[src/lstg_pkg.sv]
`timescale 1ns / 1ps
// shared types and constants for the load/store traffic generator
// no dependencies; used by every module of the block by scoped names

package lstg_pkg;

  // input command codes as they arrive in the stream
  localparam logic [1:0] CMD_START  = 2'd0;
  localparam logic [1:0] CMD_ISSUE  = 2'd1;
  localparam logic [1:0] CMD_RESP   = 2'd2;
  localparam logic [1:0] CMD_STATUS = 2'd3;

  // configuration register indexes
  localparam logic [2:0] REG_BASE     = 3'd0;
  localparam logic [2:0] REG_MODE     = 3'd1;
  localparam logic [2:0] REG_COUNT    = 3'd2;
  localparam logic [2:0] REG_DO_LOADS = 3'd3;
  localparam logic [2:0] REG_LINE     = 3'd4;

  // access modes
  localparam logic [2:0] MODE_FIXED  = 3'd0;
  localparam logic [2:0] MODE_NEXT   = 3'd1;
  localparam logic [2:0] MODE_SEQ    = 3'd2;
  localparam logic [2:0] MODE_RANDOM = 3'd3;
  localparam logic [2:0] MODE_WTR    = 3'd4;

  // configuration reset values
  localparam logic [63:0] BASE_RESET     = 64'h0000_0000_B490_0000;
  localparam logic [2:0]  MODE_RESET     = MODE_SEQ;
  localparam logic [12:0] COUNT_RESET    = 13'd16;
  localparam logic        DO_LOADS_RESET = 1'b1;
  localparam logic [12:0] LINE_RESET     = 13'd64;

  localparam logic [12:0] MAX_ACCESSES = 13'd4096;
  // random line index is taken below 8192 lines, a 13-bit mask of the lfsr
  localparam int          RAND_IDX_W   = 13;
  localparam logic [15:0] LFSR_SEED    = 16'hACE1;
  localparam logic [3:0]  STATUS_DONE  = 4'd12;
  localparam logic [3:0]  STATUS_BUSY  = 4'd0;

  typedef enum logic [3:0] {
    KIND_START  = 4'b0001,
    KIND_ISSUE  = 4'b0010,
    KIND_RESP   = 4'b0100,
    KIND_STATUS = 4'b1000
  } kind_t;

  typedef struct packed {
    kind_t kind;
    logic  port_accepts;
    logic  resp_is_write;
  } item_t;

  typedef struct packed {
    logic [63:0] base_address;
    logic [2:0]  access_mode;
    logic [12:0] access_count;
    logic        do_loads;
    logic [12:0] line_bytes;
  } cfg_t;

  // result item, req_valid in the lowest bit
  typedef struct packed {
    logic        bad_response;
    logic        finished;
    logic [3:0]  status_word;
    logic        req_is_read;
    logic [63:0] req_address;
    logic        req_valid;
  } res_t;

endpackage

[src/lstg_front.sv]
`timescale 1ns / 1ps
// front end: takes input transactions and classifies the command
// depends on lstg_pkg; feeds lstg_queue

module lstg_front (
  input  logic                in_tvalid,
  output logic                in_tready,
  input  logic [7:0]          in_tdata,
  input  logic                q_full,
  output logic                push,
  output lstg_pkg::item_t     push_item
);

  assign in_tready = !q_full;
  assign push      = in_tvalid && !q_full;

  always_comb begin
    push_item.port_accepts  = in_tdata[2];
    push_item.resp_is_write = in_tdata[3];
    case (in_tdata[1:0])
      lstg_pkg::CMD_START:  push_item.kind = lstg_pkg::KIND_START;
      lstg_pkg::CMD_ISSUE:  push_item.kind = lstg_pkg::KIND_ISSUE;
      lstg_pkg::CMD_RESP:   push_item.kind = lstg_pkg::KIND_RESP;
      lstg_pkg::CMD_STATUS: push_item.kind = lstg_pkg::KIND_STATUS;
      default:              push_item.kind = lstg_pkg::KIND_STATUS;
    endcase
  end

endmodule

[src/lstg_queue.sv]
`timescale 1ns / 1ps
// short queue of classified items between front and back
// depends on lstg_pkg

module lstg_queue #(
  parameter int DEPTH = 4
) (
  input  logic            clk,
  input  logic            rst_n,
  input  logic            push,
  input  lstg_pkg::item_t push_item,
  output logic            full,
  input  logic            pop,
  output logic            head_valid,
  output lstg_pkg::item_t head_item
);

  localparam int PTR_W = (DEPTH > 1) ? $clog2(DEPTH) : 1;
  localparam int CNT_W = $clog2(DEPTH + 1);
  localparam logic [PTR_W-1:0] PTR_LAST = PTR_W'(DEPTH - 1);
  localparam logic [CNT_W-1:0] CNT_FULL = CNT_W'(DEPTH);

  lstg_pkg::item_t  slot_r [DEPTH];
  logic [PTR_W-1:0] wr_ptr_r, wr_ptr_nxt;
  logic [PTR_W-1:0] rd_ptr_r, rd_ptr_nxt;
  logic [CNT_W-1:0] count_r, count_nxt;

  assign full       = (count_r == CNT_FULL);
  assign head_valid = (count_r != '0);
  assign head_item  = slot_r[rd_ptr_r];

  always_comb begin
    wr_ptr_nxt = wr_ptr_r;
    rd_ptr_nxt = rd_ptr_r;
    count_nxt  = count_r;
    if (push) begin
      wr_ptr_nxt = (wr_ptr_r == PTR_LAST) ? '0 : wr_ptr_r + PTR_W'(1);
    end
    if (pop) begin
      rd_ptr_nxt = (rd_ptr_r == PTR_LAST) ? '0 : rd_ptr_r + PTR_W'(1);
    end
    if (push && !pop) begin
      count_nxt = count_r + CNT_W'(1);
    end else if (pop && !push) begin
      count_nxt = count_r - CNT_W'(1);
    end
  end

  always_ff @(posedge clk) begin
    if (!rst_n) begin
      wr_ptr_r <= '0;
      rd_ptr_r <= '0;
      count_r  <= '0;
    end else begin
      wr_ptr_r <= wr_ptr_nxt;
      rd_ptr_r <= rd_ptr_nxt;
      count_r  <= count_nxt;
    end
  end

  always_ff @(posedge clk) begin
    if (push) begin
      slot_r[wr_ptr_r] <= push_item;
    end
  end

endmodule

[src/lstg_back.sv]
`timescale 1ns / 1ps
// back end: run phases, request address generation, response counting
// depends on lstg_pkg; pops lstg_queue and drives the result register

module lstg_back (
  input  logic            clk,
  input  logic            rst_n,
  input  lstg_pkg::cfg_t  cfg,
  input  logic            head_valid,
  input  lstg_pkg::item_t head_item,
  output logic            pop,
  output logic            out_tvalid,
  input  logic            out_tready,
  output logic [71:0]     out_tdata
);

  typedef enum logic [3:0] {
    PH_IDLE = 4'b0001,
    PH_RUN  = 4'b0010,
    PH_WAIT = 4'b0100,
    PH_DONE = 4'b1000
  } phase_t;

  // fresh addresses take an extra step: offset product, then the base add
  typedef enum logic [1:0] {
    SEQ_EXEC = 2'b01,
    SEQ_ADDR = 2'b10
  } seq_t;

  phase_t         phase_r, phase_nxt;
  seq_t           seq_r, seq_nxt;
  logic [13:0]    issued_r, issued_nxt;
  logic [13:0]    recv_r, recv_nxt;
  logic [13:0]    wrecv_r, wrecv_nxt;
  logic [63:0]    held_addr_r, held_addr_nxt;
  logic           held_r, held_nxt;
  logic [15:0]    lfsr_r, lfsr_nxt;
  logic [26:0]    offset_r, offset_nxt;
  logic           out_valid_r, out_valid_nxt;
  lstg_pkg::res_t out_data_r, out_data_nxt;

  logic [12:0]    n_eff;
  logic [13:0]    n_ext;
  logic [13:0]    total;
  logic           is_wtr;
  logic [13:0]    line_idx;
  logic [26:0]    offset_prod;
  logic [63:0]    new_addr;
  logic [63:0]    addr_use;
  logic [15:0]    lfsr_step;
  logic           need_form;
  logic           out_free;
  logic           exec;
  logic [13:0]    issued_inc;
  logic [13:0]    recv_inc;
  logic [13:0]    wrecv_inc;
  lstg_pkg::res_t res;

  assign is_wtr = (cfg.access_mode == lstg_pkg::MODE_WTR);

  always_comb begin
    if (cfg.access_count == '0) begin
      n_eff = 13'd1;
    end else if (cfg.access_count > lstg_pkg::MAX_ACCESSES) begin
      n_eff = lstg_pkg::MAX_ACCESSES;
    end else begin
      n_eff = cfg.access_count;
    end
  end

  assign n_ext      = {1'b0, n_eff};
  assign total      = is_wtr ? {n_eff, 1'b0} : n_ext;
  assign issued_inc = issued_r + 14'd1;
  assign recv_inc   = recv_r + 14'd1;
  assign wrecv_inc  = wrecv_r + 14'd1;

  // taps 16, 14, 13, 11
  assign lfsr_step = {lfsr_r[0] ^ lfsr_r[2] ^ lfsr_r[3] ^ lfsr_r[5], lfsr_r[15:1]};

  always_comb begin
    case (cfg.access_mode)
      lstg_pkg::MODE_NEXT:   line_idx = 14'd1;
      lstg_pkg::MODE_SEQ:    line_idx = issued_r;
      lstg_pkg::MODE_RANDOM: line_idx = 14'(lfsr_r[lstg_pkg::RAND_IDX_W-1:0]);
      // write-then-read: issued is below 2n whenever an address is formed, so the wrap is one subtract
      lstg_pkg::MODE_WTR:    line_idx = (issued_r >= n_ext) ? issued_r - n_ext : issued_r;
      default:               line_idx = 14'd0;
    endcase
  end

  assign offset_prod = {13'd0, line_idx} * {14'd0, cfg.line_bytes};
  assign new_addr    = cfg.base_address + {37'd0, offset_r};
  assign addr_use    = held_r ? held_addr_r : new_addr;

  assign out_free  = !out_valid_r || out_tready;
  assign need_form = head_valid && (head_item.kind == lstg_pkg::KIND_ISSUE)
                     && (phase_r == PH_RUN) && (issued_r < total) && !held_r;

  always_comb begin
    phase_nxt     = phase_r;
    seq_nxt       = seq_r;
    issued_nxt    = issued_r;
    recv_nxt      = recv_r;
    wrecv_nxt     = wrecv_r;
    held_addr_nxt = held_addr_r;
    held_nxt      = held_r;
    lfsr_nxt      = lfsr_r;
    offset_nxt    = offset_r;
    exec          = 1'b0;
    res           = '0;

    case (seq_r)
      SEQ_EXEC: begin
        if (need_form) begin
          offset_nxt = offset_prod;
          if (cfg.access_mode == lstg_pkg::MODE_RANDOM) begin
            lfsr_nxt = lfsr_step;
          end
          seq_nxt = SEQ_ADDR;
        end else if (head_valid && out_free) begin
          exec = 1'b1;
        end
      end
      SEQ_ADDR: begin
        if (out_free) begin
          exec    = 1'b1;
          seq_nxt = SEQ_EXEC;
        end
      end
      default: seq_nxt = SEQ_EXEC;
    endcase

    if (exec) begin
      case (head_item.kind)
        lstg_pkg::KIND_START: begin
          if (phase_r == PH_IDLE || phase_r == PH_DONE) begin
            issued_nxt = '0;
            recv_nxt   = '0;
            wrecv_nxt  = '0;
            held_nxt   = 1'b0;
            phase_nxt  = PH_RUN;
          end
        end
        lstg_pkg::KIND_ISSUE: begin
          if (phase_r == PH_RUN && issued_r < total) begin
            held_addr_nxt   = addr_use;
            held_nxt        = 1'b1;
            res.req_valid   = 1'b1;
            res.req_address = addr_use;
            res.req_is_read = is_wtr ? (issued_r >= n_ext) : cfg.do_loads;
            if (head_item.port_accepts) begin
              issued_nxt = issued_inc;
              held_nxt   = 1'b0;
              if (is_wtr && issued_inc == n_ext && wrecv_r < n_ext) begin
                phase_nxt = PH_WAIT;
              end
            end
          end
        end
        lstg_pkg::KIND_RESP: begin
          if (phase_r == PH_IDLE) begin
            res.bad_response = 1'b1;
          end else if (phase_r != PH_DONE) begin
            if (head_item.resp_is_write) begin
              wrecv_nxt = wrecv_inc;
              if (phase_r == PH_WAIT && wrecv_inc >= n_ext) begin
                phase_nxt = PH_RUN;
              end
            end
            recv_nxt = recv_inc;
            if (recv_inc >= total) begin
              phase_nxt = PH_DONE;
              held_nxt  = 1'b0;
            end
          end
        end
        default: ;
      endcase
      res.finished    = (phase_nxt == PH_DONE);
      res.status_word = (phase_nxt == PH_DONE) ? lstg_pkg::STATUS_DONE
                                               : lstg_pkg::STATUS_BUSY;
    end
  end

  assign pop           = exec;
  assign out_valid_nxt = exec ? 1'b1 : (out_tready ? 1'b0 : out_valid_r);
  assign out_data_nxt  = exec ? res : out_data_r;

  always_ff @(posedge clk) begin
    if (!rst_n) begin
      phase_r     <= PH_IDLE;
      seq_r       <= SEQ_EXEC;
      issued_r    <= '0;
      recv_r      <= '0;
      wrecv_r     <= '0;
      held_r      <= 1'b0;
      lfsr_r      <= lstg_pkg::LFSR_SEED;
      out_valid_r <= 1'b0;
    end else begin
      phase_r     <= phase_nxt;
      seq_r       <= seq_nxt;
      issued_r    <= issued_nxt;
      recv_r      <= recv_nxt;
      wrecv_r     <= wrecv_nxt;
      held_r      <= held_nxt;
      lfsr_r      <= lfsr_nxt;
      out_valid_r <= out_valid_nxt;
    end
  end

  always_ff @(posedge clk) begin
    held_addr_r <= held_addr_nxt;
    offset_r    <= offset_nxt;
    out_data_r  <= out_data_nxt;
  end

  assign out_tvalid = out_valid_r;
  assign out_tdata  = out_data_r;

  // the address step always finishes an item still at the queue head
  a_addr_has_item: assert property (@(posedge clk) disable iff (!rst_n)
    seq_r == SEQ_ADDR |-> head_valid)
    else $error("address step without a queued item");

  a_addr_one_step: assert property (@(posedge clk) disable iff (!rst_n)
    (seq_r == SEQ_ADDR && out_free) |=> seq_r == SEQ_EXEC)
    else $error("address step did not complete");

  // a held request only exists while running
  a_held_running: assert property (@(posedge clk) disable iff (!rst_n)
    held_r |-> phase_r == PH_RUN)
    else $error("held address outside the running phase");

  a_bad_when_idle: assert property (@(posedge clk) disable iff (!rst_n)
    (exec && head_item.kind == lstg_pkg::KIND_RESP && phase_r == PH_IDLE)
    |=> (out_valid_r && out_data_r.bad_response))
    else $error("idle response not flagged");

  a_start_runs: assert property (@(posedge clk) disable iff (!rst_n)
    (exec && head_item.kind == lstg_pkg::KIND_START)
    |=> (phase_r == PH_RUN || phase_r == PH_WAIT))
    else $error("start did not leave the block running");

endmodule

[src/load_store_traffic_generator.sv]
`timescale 1ns / 1ps
// path: an accepted transaction passes the queue, then the result register; an issue
// slot that forms a fresh address also passes the offset register in between
// throughput: one transaction per cycle while the result side accepts and no fresh address is
// formed; a fresh-address issue slot takes an extra back-end step (offset multiply, then base add)
// reset: rst_n synchronous active low; registers to defaults, counters cleared,
// run phase idle, lfsr 0xace1, queue and result register empty
// depends on lstg_pkg, lstg_front, lstg_queue, lstg_back

module load_store_traffic_generator #(
  parameter int QUEUE_DEPTH = 4
) (
  input  logic        clk,
  input  logic        rst_n,
  input  logic        in_tvalid,
  output logic        in_tready,
  input  logic [7:0]  in_tdata,   // command[1:0], port_accepts[2], resp_is_write[3], zero[7:4]
  output logic        out_tvalid,
  input  logic        out_tready,
  output logic [71:0] out_tdata,  // req_valid[0], req_address[64:1], req_is_read[65],
                                  // status_word[69:66], finished[70], bad_response[71]
  input  logic        cfg_valid,
  output logic        cfg_ready,
  input  logic [2:0]  cfg_index,
  input  logic [63:0] cfg_data
);

  lstg_pkg::cfg_t  cfg_r, cfg_nxt;
  logic            q_full;
  logic            push;
  lstg_pkg::item_t push_item;
  logic            pop;
  logic            head_valid;
  lstg_pkg::item_t head_item;

  assign cfg_ready = 1'b1;

  always_comb begin
    cfg_nxt = cfg_r;
    if (cfg_valid) begin
      case (cfg_index)
        lstg_pkg::REG_BASE:     cfg_nxt.base_address = cfg_data;
        lstg_pkg::REG_MODE:     cfg_nxt.access_mode  = cfg_data[2:0];
        lstg_pkg::REG_COUNT:    cfg_nxt.access_count = cfg_data[12:0];
        lstg_pkg::REG_DO_LOADS: cfg_nxt.do_loads     = cfg_data[0];
        lstg_pkg::REG_LINE:     cfg_nxt.line_bytes   = cfg_data[12:0];
        default: ;
      endcase
    end
  end

  always_ff @(posedge clk) begin
    if (!rst_n) begin
      cfg_r.base_address <= lstg_pkg::BASE_RESET;
      cfg_r.access_mode  <= lstg_pkg::MODE_RESET;
      cfg_r.access_count <= lstg_pkg::COUNT_RESET;
      cfg_r.do_loads     <= lstg_pkg::DO_LOADS_RESET;
      cfg_r.line_bytes   <= lstg_pkg::LINE_RESET;
    end else begin
      cfg_r <= cfg_nxt;
    end
  end

  lstg_front u_front (
    .in_tvalid (in_tvalid),
    .in_tready (in_tready),
    .in_tdata  (in_tdata),
    .q_full    (q_full),
    .push      (push),
    .push_item (push_item)
  );

  lstg_queue #(
    .DEPTH (QUEUE_DEPTH)
  ) u_queue (
    .clk        (clk),
    .rst_n      (rst_n),
    .push       (push),
    .push_item  (push_item),
    .full       (q_full),
    .pop        (pop),
    .head_valid (head_valid),
    .head_item  (head_item)
  );

  lstg_back u_back (
    .clk        (clk),
    .rst_n      (rst_n),
    .cfg        (cfg_r),
    .head_valid (head_valid),
    .head_item  (head_item),
    .pop        (pop),
    .out_tvalid (out_tvalid),
    .out_tready (out_tready),
    .out_tdata  (out_tdata)
  );

endmodule

[config.mk]
export PLATFORM = sky130hd
export DESIGN_NAME = load_store_traffic_generator
export DESIGN_NICKNAME = d
export VERILOG_FILES = /design/src/lstg_pkg.sv /design/src/lstg_front.sv /design/src/lstg_queue.sv /design/src/lstg_back.sv /design/src/load_store_traffic_generator.sv
export SDC_FILE = /design/constraint.sdc
export NUM_CORES = 1
export LEC_CHECK = 0
export ABC_CLOCK_PERIOD_IN_PS = 10160
export BUFFER_PORTS_ARGS = -buffer_cell sky130_fd_sc_hd__buf_2
export CORE_MARGIN = 3
export CORE_UTILIZATION = 50
export DETAILED_ROUTE_END_ITERATION = 10
export PLACE_DENSITY_LB_ADDON = 0.1
export SYNTH_ARGS = -nofsm -noshare
export SYNTH_HDL_FRONTEND = slang
export SYNTH_SLANG_ARGS = --single-unit
[constraint.sdc]
create_clock -name clk -period 10.16 [get_ports clk]
set_input_delay 2.032 -clock clk [delete_from_list [all_inputs] [get_ports clk]]
set_output_delay 2.032 -clock clk [all_outputs]
set_load 0.01 [all_outputs]
==> metrics.md <==
| Metric | Value |
|---|---|
| FF+latch area | 8880 sq um |
| Site Rows | 80 |
| Most frequent cells in the layout | 419 x nand2_1, 232 x inv_1, 200 x a21oi_1 |
| Final WL | 62400 um |
| Reg2reg end | u_back.offset_r[25] |
| Latest clock arrival within the worst-skew pair | 0.59 ns |
| Share of layout cells above drive strength 1 | 0.106 |
| Synth Register Bits | 352 |
| Worst endpoint required time | 10.55 ns |
| Crit-path max FO | 14 |
| CTS tree | built |
| Placeable Area | 48300 sq um |
| Hold wc startpoint | cfg_r[33] |
| Syn. warnings | 0 |
| Sw Ratio | 0.292 |
| Worst setup EP type | register |
| Reg2reg path depth | 38 |
| Tmin final | 9.66 ns |
| CTS Root Cell | clkbuf_16 |
| Status | finished clean |
| Yosys top cell area share | 0.222 |
| Fillcell total | 4332 |
| Class of the worst hold path | reg2reg |
| # nets final | 3180 |
| Clock transition at path regs | 0.06 ns |
| Int Power | 2.74 mW |
| PortBufs | 147 |
| Detailed Place HPWL | 45900 um |
| Area leader, netlist | edfxtp_1 |
| Die Width | 229 um |
| Critical path type | reg2reg |
| Placed cells | 3403 |
| Pins Over Slew Limit | 0 |
| Initial antenna violation count | 0 |
| Net Switching | 1.13 mW |
| First-pass GRT wire length | 102000 um |
| Crit path launch type | register |
| Worst Path Arrival | 10.05 ns |
| Area of the multi-input gates | 14500 sq um |
| Die H | 229 um |
| Register share of total power | 0.458 |
| # DRC | 0 |
| Detailed-route via count | 19200 |
| Hold EP | cfg_r[33] |
| CTS Sinks | 352 |
| Yosys cell types | 82 |
| Post-Syn Area per Cell | 9.21 sq um |
| F_max | 104 MHz |
| CP peak stage delay | 0.54 ns |
| Drt first-iter violations | 1313 |
| Routability cong. | 0.878 |
| CTS HTree Levels | 2 |
| Hold Buf Count CTS | 0 |
| All-Layer GR Usage | 0.238 |
| Largest net degree at the start of global routing | 95 |
| DRT Pass-1 Iters | 5 |
| Worst reg2reg setup slack | 0.50 ns |
| Floorplan die area | 52200 sq um |
| Synthesized area | 24800 sq um |
| Comb power frac | 0.173 |
| Most used cell, CP | fa_1 |
| Hold path depth | 2 |
| Post-synthesis instance total | 2689 |
| Pwr dens | 141 nW/um^2 |
| Maxcap violations | 0 |
| R2r startpoint | cfg_r[20] |
| Number of synthesized flops with an enable pin | 183 |
| Sequential share of the synthesized area | 0.359 |
| Pleak | 11.6 nW |
| Antenna Nets Post-Route | 0 |
| Commonest non-fill, non-tap cell in the layout | nand2_1 |
| Number of buffers created by CTS | 40 |
| CP max stage cell | fa_1 |
| WL/cell | 18.0 um |
| Placed Area | 26200 sq um |
| Leading post-synthesis cells by cell area | edfxtp_1 22%, dfxtp_1 14%, fa_1 11% |
| Clock Skew | 0.0352 ns |
| Final period util | 0.951 |
| Worst VDD drop | 0.000117 V |
| Initial Utilization | 0.512 |
| Setup violators final | 0 |
| Post-synth top flop | edfxtp_1 |
| N_diodes | 0 |
| Vias in the first global route | 19200 |
| Slew margin rel. | 0.208 |
| Ys async rst share | 0 |
| Worst-margin pin slew | 1.18 ns |
| Vias per cell | 5.54 |
| Congestion Overflow GR | 0 |
| Endpoints failing hold | 0 |
| Clock network power share | 0.369 |
| Non-Filler Instances | 3477 |
| Syn-to-layout area delta | 11.0% |
| Post-route cell area | 27500 sq um |
| Setup_tns | 0 ns |
| IO Pins | 155 |
| Bufs on Longest Clock Path | 3 |
per-stage QoR:
stage	hold slack [ns]	power [mW]	setup slack [ns]	utilization
2_1_floorplan	0.432	2.19	1.14	-
3_3_place_gp	0.444	2.45	0.779	0.542
3_5_place_dp	0.452	2.47	0.630	0.542
4_1_cts	0.460	3.90	0.535	0.569
5_1_grt	0.481	4.03	-0.170	0.569
6_report	0.458	3.86	0.499	0.569
worst max-delay path: cells and delay by family, from the launching register on:
family,cells,cell delay [ns]
flops,1,0.32
buf+inv,7,0.64
fa+ha+maj,8,3.47
compound gates,15,3.24
simple gates,6,1.44
mux,1,0.19
xor+xnor,1,0.17
power by group through the flow:
| stage | logic [mW] | clock network [mW] | registers, mW |
|---|---|---|---|
| 2_1_floorplan | 0.353 | 0 | 1.84 |
| 3_3_place_gp | 0.655 | 0 | 1.79 |
| 3_5_place_dp | 0.669 | 0 | 1.80 |
| 4_1_cts | 0.674 | 1.46 | 1.77 |
| 5_1_grt | 0.731 | 1.52 | 1.78 |
| 6_report | 0.668 | 1.43 | 1.77 |
how the worst max path moves through the flow:
| stage | slack [ns] | cells past startpoint | endpoint | start |
|---|---|---|---|---|
| 2_1_floorplan | 1.14 | 39 | u_back.offset_r[25] | cfg_r[24] |
| 3_3_place_gp | 0.78 | 38 | u_back.offset_r[25] | cfg_r[20] |
| 3_5_place_dp | 0.63 | 38 | u_back.offset_r[26] | cfg_r[20] |
| 4_1_cts | 0.54 | 38 | u_back.offset_r[26] | cfg_r[20] |
| 5_1_grt | -0.17 | 38 | u_back.offset_r[25] | cfg_r[15] |
| 6_report | 0.50 | 38 | u_back.offset_r[25] | cfg_r[20] |
final cells by class:
cell class / count / area share
clock buffers: 56 / 0.0408
clock inverters: 18 / 0.00651
inverters: 235 / 0.0322
multi-input cells: 1969 / 0.528
flip-flops and latches: 352 / 0.323
well taps: 656 / 0.0299
repair buffers: 191 / 0.0397
sequential cells by signal, indices dropped and copies added, names as in the netlist, 3 cells and up, named ones only:
register            flops
cfg_r                  94
u_back.out_tdata       68
u_back.held_addr_r     64
u_back.offset_r        27
u_queue.slot_r         24
u_back.lfsr_r          16
u_back.issued_r        14
u_back.recv_r          14
u_back.wrecv_r         14
u_back.phase_r          4
u_queue.count_r         3
cells by family after synthesis:
family / synth area share
adders and majority gates: 0.198
and+or+nand+nor: 0.184
AOI/OAI and AO/OA: 0.129
xor gates and xnor gates: 0.0470
muxes: 0.0242
DFF: 0.359
buffers and inverters: 0.0587
other: 0.000303
per-layer routing:
layer,global-route usage,wire (um),up-vias,part of all wire
li1,-,-,9397,-
met1,0.329,28800,9234,0.46
met2,0.380,27800,518,0.45
met3,0.0557,4280,97,0.069
met4,0.0610,1470,0,0.024
met5,0,0,-,0
synthesized netlist by cell type (12+ instances only):
cell type / count
nand2_1: 420
inv_1: 232
a21oi_1: 200
edfxtp_1: 183
ha_1: 176
dfxtp_1: 169
nor2_1: 143
fa_1: 135
and2_1: 117
clkbuf_1: 107
o21ai_0: 102
xnor2_1: 89
nand3_1: 68
xor2_1: 44
a21o_1: 43
nor2b_1: 43
and3_1: 34
mux2i_1: 31
a211oi_1: 30
nor3_1: 27
a21boi_0: 19
nor4_1: 19
o211ai_1: 17
nand2b_1: 16
o21a_1: 15
nand4_1: 13
a31oi_1: 12
nand3b_1: 12
what timing repair did:
| action | 4_1_cts | 5_1_grt |
|---|---|---|
| setup buffers | 0 | 0 |
| gates resized for setup | 0 | 2 |
| hold endpoints to repair | 0 | 0 |
| endpoints found under the setup margin | 0 | 2 |
(Power assumes the default switching activity.)
